<file path="src/rtl/wrs_pkg.sv">
// Shared types and constants for the WAV stream parser.
// No dependencies; imported by every module of the block.
`default_nettype none
package wrs_pkg;

  localparam int MAX_FRAME_BYTES = 8;
  localparam int FBI_W = $clog2(MAX_FRAME_BYTES);
  localparam int FB_W = $clog2(MAX_FRAME_BYTES + 1);
  localparam int QUEUE_DEPTH = 2;
  localparam int QCNT_W = $clog2(QUEUE_DEPTH + 1);
  localparam int QPTR_W = (QUEUE_DEPTH > 1) ? $clog2(QUEUE_DEPTH) : 1;

  localparam logic [31:0] TAG_RIFF = 32'h4646_4952;
  localparam logic [31:0] TAG_WAVE = 32'h4556_4157;
  localparam logic [31:0] TAG_FMT = 32'h2074_6D66;
  localparam logic [31:0] TAG_DATA = 32'h6174_6164;
  localparam logic [15:0] FMT_PCM = 16'd1;

  localparam logic [2:0] KIND_SAMPLE = 3'd0;
  localparam logic [2:0] KIND_HEADER = 3'd1;
  localparam logic [2:0] KIND_BAD_TAG = 3'd2;
  localparam logic [2:0] KIND_NOT_PCM = 3'd3;
  localparam logic [2:0] KIND_LAYOUT = 3'd4;

  localparam logic [1:0] REG_START_FRAME = 2'd0;
  localparam logic [1:0] REG_FRAME_LIMIT = 2'd1;

  typedef struct packed {
    logic [2:0] kind;
    logic signed [15:0] sample;
    logic last;
    logic [15:0] channels;
    logic [31:0] rate_hz;
    logic [15:0] sample_depth;
    logic [31:0] data_bytes;
    logic [31:0] payload_start;
    logic [31:0] frame_total;
  } res_t;

endpackage
`default_nettype wire

</file>
<file path="src/rtl/wav_riff_stream_parser.sv">
// Top level of the WAV stream parser: config registers, parser, divider, queue.
// Depends on wrs_pkg, wrs_front, wrs_div and wrs_fifo.
//
// Takes one file byte per cycle while not stalled, checks the RIFF/WAVE tags,
// walks the sub-chunks, latches the PCM fmt fields and emits one header result
// at the data chunk, then one sample per frame, built from the first two bytes
// of the frame, inside the window set by start_frame and frame_limit. After the
// last byte of the data chunk header the frame total is found by a bit-serial
// divider, and the byte input stalls until it is done and the header result is
// queued; a malformed file gives an error result. A two-entry queue holds results,
// so output back-pressure stalls the byte input only once that queue is full.
`default_nettype none
module wav_riff_stream_parser import wrs_pkg::*; (
  input  wire logic        clk,
  input  wire logic        rst,
  input  wire logic        in_valid,
  output logic             in_ready,
  input  wire logic [7:0]  byte_in,
  input  wire logic        file_start,
  output logic             out_valid,
  input  wire logic        out_ready,
  output logic [2:0]       kind,
  output logic signed [15:0] sample,
  output logic             last,
  output logic [15:0]      channels,
  output logic [31:0]      rate_hz,
  output logic [15:0]      sample_depth,
  output logic [31:0]      data_bytes,
  output logic [31:0]      payload_start,
  output logic [31:0]      frame_total,
  input  wire logic        cfg_we,
  input  wire logic [1:0]  cfg_index,
  input  wire logic [31:0] cfg_data
);

  logic [31:0] start_frame, frame_limit;
  logic q_room, q_push, q_pop;
  res_t q_data, q_head;
  logic [QCNT_W-1:0] q_count;
  logic div_start, div_busy;
  logic [31:0] div_dividend, div_quot;
  logic [FB_W-1:0] div_divisor;

  // configuration registers
  always_ff @(posedge clk) begin
    if (rst) begin
      start_frame <= '0;
      frame_limit <= '1;
    end else if (cfg_we) begin
      if (cfg_index == REG_START_FRAME) begin
        start_frame <= cfg_data;
      end else if (cfg_index == REG_FRAME_LIMIT) begin
        frame_limit <= cfg_data;
      end
    end
  end

  wrs_front u_front (
    .clk, .rst, .in_valid, .in_ready, .byte_in, .file_start,
    .start_frame, .frame_limit, .q_room, .q_push, .q_data,
    .div_start, .div_dividend, .div_divisor, .div_busy, .div_quot
  );

  wrs_div u_div (
    .clk, .rst, .start(div_start), .dividend(div_dividend),
    .divisor(div_divisor), .busy(div_busy), .quot(div_quot)
  );

  assign q_pop = out_valid && out_ready;

  wrs_fifo u_fifo (
    .clk, .rst, .push(q_push), .push_data(q_data), .pop(q_pop),
    .room(q_room), .not_empty(out_valid), .head(q_head), .count(q_count)
  );

  assign kind = q_head.kind;
  assign sample = q_head.sample;
  assign last = q_head.last;
  assign channels = q_head.channels;
  assign rate_hz = q_head.rate_hz;
  assign sample_depth = q_head.sample_depth;
  assign data_bytes = q_head.data_bytes;
  assign payload_start = q_head.payload_start;
  assign frame_total = q_head.frame_total;

  // no byte is taken while the frame total is being divided out
  a_no_accept_while_dividing: assert property (@(posedge clk) disable iff (rst)
    div_busy |-> !in_ready) else $error("byte accepted during division");

  // the queue never overfills
  a_queue_bound: assert property (@(posedge clk) disable iff (rst)
    q_count <= QCNT_W'(QUEUE_DEPTH)) else $error("result queue overflow");

  // non-sample results carry a zero sample field
  a_sample_zero: assert property (@(posedge clk) disable iff (rst)
    (out_valid && kind != KIND_SAMPLE) |-> (sample == 16'sd0 && !last))
    else $error("stray sample field");

endmodule
`default_nettype wire

</file>
<file path="src/rtl/wrs_div.sv">
// Iterative restoring divider: 32-bit dividend by a small frame size.
// Depends on wrs_pkg for the divisor width.
`default_nettype none
module wrs_div import wrs_pkg::*; (
  input  wire logic            clk,
  input  wire logic            rst,
  input  wire logic            start,
  input  wire logic [31:0]     dividend,
  input  wire logic [FB_W-1:0] divisor,
  output logic                 busy,
  output logic [31:0]          quot
);

  logic [FB_W-1:0] rem;
  logic [FB_W-1:0] dvs;
  logic [5:0] cnt;
  logic [FB_W:0] trial;

  // one quotient bit per cycle
  assign trial = {rem, quot[31]};

  always_ff @(posedge clk) begin
    if (rst) begin
      busy <= 1'b0;
      cnt <= '0;
    end else if (start) begin
      busy <= 1'b1;
      cnt <= 6'd32;
      rem <= '0;
      dvs <= divisor;
      quot <= dividend;
    end else if (busy) begin
      if (trial >= {1'b0, dvs}) begin
        rem <= FB_W'(trial - {1'b0, dvs});
        quot <= {quot[30:0], 1'b1};
      end else begin
        rem <= trial[FB_W-1:0];
        quot <= {quot[30:0], 1'b0};
      end
      cnt <= cnt - 6'd1;
      if (cnt == 6'd1) begin
        busy <= 1'b0;
      end
    end
  end

endmodule
`default_nettype wire

</file>
<file path="src/rtl/wrs_fifo.sv">
// Short result queue between the parser front and the output port.
// Depends on wrs_pkg for the result type and depth.
`default_nettype none
module wrs_fifo import wrs_pkg::*; (
  input  wire logic  clk,
  input  wire logic  rst,
  input  wire logic  push,
  input  wire res_t  push_data,
  input  wire logic  pop,
  output logic       room,
  output logic       not_empty,
  output res_t       head,
  output logic [QCNT_W-1:0] count
);

  res_t mem [QUEUE_DEPTH];
  logic [QPTR_W-1:0] wr_ptr;
  logic [QPTR_W-1:0] rd_ptr;

  assign room = count != QCNT_W'(QUEUE_DEPTH);
  assign not_empty = count != '0;
  assign head = mem[rd_ptr];

  // advance pointers and occupancy
  always_ff @(posedge clk) begin
    if (rst) begin
      wr_ptr <= '0;
      rd_ptr <= '0;
      count <= '0;
    end else begin
      if (push) begin
        wr_ptr <= (wr_ptr == QPTR_W'(QUEUE_DEPTH - 1)) ? '0 : wr_ptr + 1'b1;
      end
      if (pop) begin
        rd_ptr <= (rd_ptr == QPTR_W'(QUEUE_DEPTH - 1)) ? '0 : rd_ptr + 1'b1;
      end
      count <= count + QCNT_W'(push) - QCNT_W'(pop);
    end
  end

  always_ff @(posedge clk) begin
    if (push) begin
      mem[wr_ptr] <= push_data;
    end
  end

endmodule
`default_nettype wire

</file>
<file path="src/rtl/wrs_front.sv">
// Byte-level RIFF/WAVE parser: tags, chunk walk, fmt latches, frame window.
// Depends on wrs_pkg; drives wrs_div and pushes results into wrs_fifo.
`default_nettype none
module wrs_front import wrs_pkg::*; (
  input  wire logic        clk,
  input  wire logic        rst,
  input  wire logic        in_valid,
  output logic             in_ready,
  input  wire logic [7:0]  byte_in,
  input  wire logic        file_start,
  input  wire logic [31:0] start_frame,
  input  wire logic [31:0] frame_limit,
  input  wire logic        q_room,
  output logic             q_push,
  output res_t             q_data,
  output logic             div_start,
  output logic [31:0]      div_dividend,
  output logic [FB_W-1:0]  div_divisor,
  input  wire logic        div_busy,
  input  wire logic [31:0] div_quot
);

  typedef enum logic [2:0] {
    PH_TOP, PH_HDR, PH_FMT, PH_SKIP, PH_PAD, PH_DATA, PH_IDLE, PH_DIVW
  } phase_t;

  phase_t phase, phase_next;
  logic [3:0] k, k_next;
  logic [31:0] tag, tag_next, len, len_next, skip, skip_next, pos, pos_next;
  logic [15:0] ch, ch_next, dep, dep_next;
  logic [31:0] rate, rate_next, frames, frames_next, fidx, fidx_next;
  logic fseen, fseen_next;
  logic [FBI_W-1:0] fbi, fbi_next;
  logic [FB_W-1:0] fb, fb_next;
  logic [7:0] low, low_next;

  logic accept;
  logic [31:0] off, prod;
  logic [32:0] win_end, win_endc;
  res_t res;
  logic res_v;

  assign accept = in_valid && in_ready;
  assign in_ready = (phase != PH_DIVW) && q_room;
  assign prod = {3'b0, dep[15:3]} * ch;
  assign div_dividend = len_next;
  assign div_divisor = fb_next;

  // next-state logic for one accepted byte, or the wait on the divider
  always_comb begin
    res = '0;
    res_v = 1'b0;
    div_start = 1'b0;
    phase_next = phase;
    k_next = k; tag_next = tag; len_next = len; skip_next = skip; pos_next = pos;
    ch_next = ch; dep_next = dep; rate_next = rate; frames_next = frames;
    fidx_next = fidx; fseen_next = fseen; fbi_next = fbi; fb_next = fb;
    low_next = low;
    off = '0;
    win_end = '0;
    win_endc = '0;
    if (phase == PH_DIVW) begin
      // hand out the header once the frame count is known
      if (!div_busy && q_room) begin
        res_v = 1'b1;
        res.kind = KIND_HEADER;
        res.channels = ch;
        res.rate_hz = rate;
        res.sample_depth = dep;
        res.data_bytes = len;
        res.payload_start = pos;
        res.frame_total = div_quot;
        frames_next = div_quot;
        fidx_next = '0;
        fbi_next = '0;
        phase_next = (div_quot != '0) ? PH_DATA : PH_IDLE;
      end
    end else if (accept) begin
      if (file_start) begin
        phase_next = PH_TOP;
        k_next = '0; tag_next = '0; len_next = '0; skip_next = '0; pos_next = '0;
        ch_next = '0; dep_next = '0; rate_next = '0; frames_next = '0;
        fidx_next = '0; fseen_next = 1'b0; fbi_next = '0; low_next = '0;
      end
      pos_next = pos_next + 32'd1;
      unique case (phase_next)
        PH_TOP: begin
          if (k_next < 4'd4 || (k_next >= 4'd8 && k_next < 4'd12)) begin
            tag_next = tag_next | (32'(byte_in) << {k_next[1:0], 3'b000});
          end
          if (k_next == 4'd3) begin
            if (tag_next != TAG_RIFF) begin
              res_v = 1'b1; res.kind = KIND_BAD_TAG; phase_next = PH_IDLE;
            end else begin
              tag_next = '0;
              k_next = k_next + 4'd1;
            end
          end else if (k_next >= 4'd11) begin
            if (tag_next != TAG_WAVE) begin
              res_v = 1'b1; res.kind = KIND_BAD_TAG; phase_next = PH_IDLE;
            end else begin
              phase_next = PH_HDR;
              k_next = '0;
            end
          end else begin
            k_next = k_next + 4'd1;
          end
        end
        PH_HDR: begin
          if (k_next == 4'd0) begin
            tag_next = 32'(byte_in);
          end else if (k_next < 4'd4) begin
            tag_next = tag_next | (32'(byte_in) << {k_next[1:0], 3'b000});
          end else if (k_next == 4'd4) begin
            len_next = 32'(byte_in);
          end else begin
            len_next = len_next | (32'(byte_in) << {k_next[1:0], 3'b000});
          end
          if (k_next < 4'd7) begin
            k_next = k_next + 4'd1;
          end else begin
            k_next = '0;
            if (tag_next == TAG_FMT) begin
              ch_next = '0; rate_next = '0; dep_next = '0; tag_next = '0;
              skip_next = len_next;
              if (len_next == '0) begin
                // empty fmt body carries no format code
                res_v = 1'b1; res.kind = KIND_NOT_PCM; phase_next = PH_IDLE;
              end else begin
                phase_next = PH_FMT;
              end
            end else if (tag_next == TAG_DATA) begin
              if (!fseen_next || ch_next == '0 || prod < 32'd2 ||
                  prod > 32'(MAX_FRAME_BYTES)) begin
                res_v = 1'b1; res.kind = KIND_LAYOUT; phase_next = PH_IDLE;
              end else begin
                fb_next = prod[FB_W-1:0];
                div_start = 1'b1;
                phase_next = PH_DIVW;
              end
            end else begin
              skip_next = len_next;
              phase_next = (len_next != '0) ? PH_SKIP : PH_HDR;
            end
          end
        end
        PH_FMT: begin
          off = len_next - skip_next;
          if (off < 32'd2) begin
            tag_next = tag_next | (32'(byte_in) << {off[1:0], 3'b000});
          end else if (off < 32'd4) begin
            ch_next = ch_next | (16'(byte_in) << {off[0], 3'b000});
          end else if (off < 32'd8) begin
            rate_next = rate_next | (32'(byte_in) << {off[1:0], 3'b000});
          end else if (off == 32'd14 || off == 32'd15) begin
            dep_next = dep_next | (16'(byte_in) << {off[0], 3'b000});
          end
          skip_next = skip_next - 32'd1;
          if (skip_next == '0) begin
            if (tag_next[15:0] != FMT_PCM) begin
              res_v = 1'b1; res.kind = KIND_NOT_PCM; phase_next = PH_IDLE;
            end else begin
              fseen_next = 1'b1;
              phase_next = PH_HDR;
              k_next = '0;
            end
          end
        end
        PH_SKIP: begin
          skip_next = skip_next - 32'd1;
          if (skip_next == '0) begin
            phase_next = len_next[0] ? PH_PAD : PH_HDR;
            k_next = '0;
          end
        end
        PH_PAD: begin
          phase_next = PH_HDR;
          k_next = '0;
        end
        PH_DATA: begin
          if (fbi_next == '0) begin
            low_next = byte_in;
          end else if (fbi_next == FBI_W'(1)) begin
            tag_next = {16'h0, byte_in, low_next};
          end
          if (FB_W'(fbi_next) + FB_W'(1) < fb_next) begin
            fbi_next = fbi_next + 1'b1;
          end else begin
            // frame complete: emit if inside the window
            fbi_next = '0;
            win_end = {1'b0, start_frame} + {1'b0, frame_limit};
            win_endc = (win_end > {1'b0, frames_next}) ? {1'b0, frames_next} : win_end;
            if (fidx_next >= start_frame && {1'b0, fidx_next} < win_endc) begin
              res_v = 1'b1;
              res.kind = KIND_SAMPLE;
              res.sample = tag_next[15:0];
              res.last = ({1'b0, fidx_next} + 33'd1) == win_endc;
            end
            fidx_next = fidx_next + 32'd1;
            if (fidx_next >= frames_next) begin
              phase_next = PH_IDLE;
            end
          end
        end
        default: begin
        end
      endcase
    end
  end

  assign q_push = res_v;
  assign q_data = res;

  // hold parser state
  always_ff @(posedge clk) begin
    if (rst) begin
      phase <= PH_TOP;
      k <= '0; tag <= '0; len <= '0; skip <= '0; pos <= '0;
      ch <= '0; dep <= '0; rate <= '0; frames <= '0; fidx <= '0;
      fseen <= 1'b0; fbi <= '0; fb <= '0; low <= '0;
    end else begin
      phase <= phase_next;
      k <= k_next; tag <= tag_next; len <= len_next; skip <= skip_next;
      pos <= pos_next; ch <= ch_next; dep <= dep_next; rate <= rate_next;
      frames <= frames_next; fidx <= fidx_next; fseen <= fseen_next;
      fbi <= fbi_next; fb <= fb_next; low <= low_next;
    end
  end

endmodule
`default_nettype wire

</file>
<file path="config.mk">
export PLATFORM = sky130hd
export DESIGN_NAME = wav_riff_stream_parser
export DESIGN_NICKNAME = d
export VERILOG_FILES = /design/src/rtl/wrs_pkg.sv /design/src/rtl/wav_riff_stream_parser.sv /design/src/rtl/wrs_div.sv /design/src/rtl/wrs_fifo.sv /design/src/rtl/wrs_front.sv
export SDC_FILE = /design/constraint.sdc
export NUM_CORES = 2
export LEC_CHECK = 0
export BUFFER_PORTS_ARGS = -buffer_cell sky130_fd_sc_hd__buf_4
export CAP_MARGIN = 10
export CORE_ASPECT_RATIO = 2
export CORE_MARGIN = 4
export CORE_UTILIZATION = 63
export CTS_CLUSTER_DIAMETER = 150
export DETAILED_ROUTE_END_ITERATION = 7
export PLACE_DENSITY = 0.81
export SYNTH_ARGS = -nofsm -noshare
export SYNTH_HDL_FRONTEND = slang
export SYNTH_SLANG_ARGS = --single-unit
</file>
<file path="constraint.sdc">
create_clock -name clk -period 22.2 [get_ports clk]
set_input_delay 0 -clock clk [delete_from_list [all_inputs] [get_ports clk]]
set_output_delay 0 -clock clk [all_outputs]
set_load 0.005 [all_outputs]
</file>
==> impl_metrics.json <==
{
  "dp_slack_ns": 9.48,
  "cts_root_buffer": "clkbuf_16",
  "relSlewSlack_pct": 1.01,
  "numClockSinks": 755,
  "status": "finished, violations left",
  "met2_usage_pct": 70.9,
  "coreArea_sq_mm": 0.0806,
  "p_per_area_mw_per_mm2": 59.8,
  "post_cts_buffers": 0,
  "min_path_type": "input port to register",
  "crit_type": "register to register",
  "chipWidth_microns": 210,
  "power.share.clock_pct": 37.1,
  "max_stage_delay_ns": 0.76,
  "clk_path_buf_depth": 3,
  "synth-edff-count": 400,
  "p_sw_mw": 1.00,
  "synthDistinctLibCells": 100,
  "netlist_instances": 5780,
  "violations": "max-capacitance violations",
  "min_period_ns": 12.82,
  "cts_buffers": 67,
  "syn_area_per_cell_sq_um": 8.89,
  "synth_seq_area_share_pct": 37.2,
  "drc": 0,
  "routedWlPerCell_microns": 26.2,
  "clkLatencyLatePin_ns": 0.69,
  "finalNetCount": 6354,
  "grt_max_degree": 195,
  "cap_violations": 1,
  "met1_usage_pct": 42.5,
  "num_rows": 147,
  "endpoint_kind": "register",
  "combinationalPowerShare_pct": 18.8,
  "fin_crit_sh_pct": 57.8,
  "dr.pass1.iters": 7,
  "synth_nets": 6270,
  "critPathArrivalTime_ns": 13.14,
  "hold_violations": 0,
  "track_usage_pct": 41.2,
  "grt_pass1_wl_microns": 276000,
  "start_util_pct": 63.8,
  "wl_microns": 182000,
  "final_area_sq_mm": 0.0568,
  "worstPathRequired_ns": 22.52,
  "rsz0062_at_grt": "no",
  "gp_congestion": 1.03,
  "netlist_area_sq_mm": 0.0514,
  "cts_tree": "built",
  "total_power_mw": 3.40,
  "vias_per_cell": 6.69,
  "final_cell_mix": "672 x nand2_1, 567 x nor2_1, 400 x edfxtp_1",
  "vdd.ir_drop.worst_mv": 0.0674,
  "cpMaxStageDelayCell": "buf_4",
  "drive_above_1_share_pct": 11.1,
  "antenna_left": 0,
  "cts_hold_buf": 81,
  "crit_fanout": 57,
  "p_leak_nw": 24.4,
  "path_clk_slew_ns": 0.07,
  "grt.overflow.total": 0,
  "maxSlewViolCount": 0,
  "fin_skew_ns": 0.0459,
  "seqPwrFrac_pct": 44.1,
  "power.switching_fraction_pct": 29.6,
  "critPathLaunchType": "register",
  "port_buffers": 229,
  "fin_util_pct": 70.6,
  "ios": 230,
  "synth_async_sr_flop_share_pct": 0,
  "intPower_mw": 2.39,
  "ys_ff_latch": 755,
  "fmax_ghz": 0.0780,
  "fin_ws_ns": 9.38,
  "dp_hpwl_microns": 131000,
  "die-area_sq_mm": 0.0865,
  "grt_pass1_vias": 47100,
  "busiest_layer": "met2",
  "cts_resized": 0,
  "num_vias": 46600,
  "setup_viol": 0,
  "final_common_cell": "nand2_1",
  "met3_usage_pct": 7.44,
  "antenna_found_initial": 1,
  "dieHeight_microns": 412,
  "crit_top_cell": "buf_4",
  "cts.htree.levels": 3,
  "tightest_slew_ns": 1.48,
  "drt_first_iter_violations": 4491,
  "yosys_warnings": 0,
  "placed_area_sq_mm": 0.0537,
  "ys.flop_type": "edfxtp_1",
  "tns_ns": 0,
  "areaGrowthSynthToFinish_pct": 10.6
}
Yosys cell counts, types with 35 or more instances:
cell,count,share of area (%)
inv_1,349,2.5
xnor2_1,92,1.6
nand4_1,73,0.89
nor4_1,56,0.68
mux2i_1,35,0.68
and2_1,134,1.6
fa_1,157,6.1
a211oi_1,65,0.95
xor2_1,70,1.2
mux2_2,186,4.1
nand3_1,83,0.81
edfxtp_1,400,23
clkbuf_1,327,2.4
dfxtp_1,355,14
a31oi_1,50,0.61
and3_1,201,2.4
nor2b_1,97,1.2
nor2_1,573,4.2
a22oi_1,148,2.2
nand3b_1,49,0.72
ha_1,285,6.9
o21ai_0,191,1.9
a21o_1,74,1.1
a21oi_1,375,3.7
o21ai_1,44,0.43
nand2_1,673,4.9
nor3_1,140,1.4
metrics by stage:
| stage | cells | hold slack, ns |
|---|---|---|
| finish | 6964 | 0.119 |
| global route | 6961 | 0.159 |
| CTS | 6961 | 0.103 |
| detailed placement | 6757 | 0.225 |
| global placement | 6757 | 0.218 |
| floorplan | 5780 | 0.121 |
metal layers:
layer	wire length, microns	vias up
met4	20300	2
met3	13800	920
met1	58500	22400
met2	89900	2579
met5	7	-
li1	-	20700
worst max-delay path: cells and delay by family (launching register included):
kind	cells	cell delay (ns)
AOI/OAI and AO/OA	16	5.05
xor gates and xnor gates	1	0.15
adders and majority gates	4	1.30
buffers and inverters	4	2.27
DFF	1	0.33
and+or+nand+nor	9	3.18
cell families after synthesis:
kind of cell	count (synthesis)	synth area share (%)
buffers and inverters	713	5.26
flip-flops	755	37.2
multiplexers	221	4.76
XOR/XNOR	165	2.88
AO/OA/AOI/OAI	1227	15.3
adder cells (fa/ha/maj)	443	13.1
AND/OR/NAND/NOR	2256	21.5
path summary, 6_finish.rpt:
| kind | from | to | slack [ns] | depth (start not counted) |
|---|---|---|---|---|
| setup reg to reg | start_frame[0] | u_fifo.mem[1][40] | 9.38 | 34 |
| hold / removal | cfg_data[0] | start_frame[0] | 0.12 | 4 |
| hold reg to reg | u_front.len[20] | u_front.len[20] | 0.47 | 2 |
| setup / recovery | start_frame[0] | u_fifo.mem[1][40] | 9.38 | 34 |
power by group through the flow:
| stage | clock (mW) | combinational [mW] | sequential [mW] |
|---|---|---|---|
| final | 1.26 | 0.639 | 1.50 |
| after global routing | 1.32 | 0.683 | 1.50 |
| after CTS | 1.26 | 0.621 | 1.50 |
| after detailed placement | 0 | 0.607 | 1.53 |
| after global placement | 0 | 0.600 | 1.53 |
| after floorplan | 0 | 0.420 | 1.52 |
flip-flops by register name (all words and copies together) (netlist names), 2 cells and up, named ones only:
name / cells
u_front.low: 8
u_front.dep: 16
u_front.rate: 32
u_fifo.mem: 360
u_div.dvs: 4
frame_limit: 32
u_front.skip: 32
u_div.quot: 32
start_frame: 32
u_div.cnt: 6
u_front.len: 32
u_front.ch: 16
u_front.tag: 32
u_front.phase: 3
u_front.fidx: 32
u_div.rem: 4
u_front.pos: 32
u_fifo.count: 2
u_front.k: 4
u_front.fbi: 3
u_front.fb: 4
u_front.frames: 32
layout make-up:
cell class / count / area [sq um]
multi-input combinational: 4312 / 29700
fill: 6101 / 23700
sequential: 755 / 19100
timing repair buffer: 379 / 3080
clock buffer: 90 / 1920
inverter: 349 / 1310
tap: 1043 / 1310
clock inverter: 33 / 427
antenna: 3 / 7.51
Note: power is estimated with default switching activity, not from simulation.
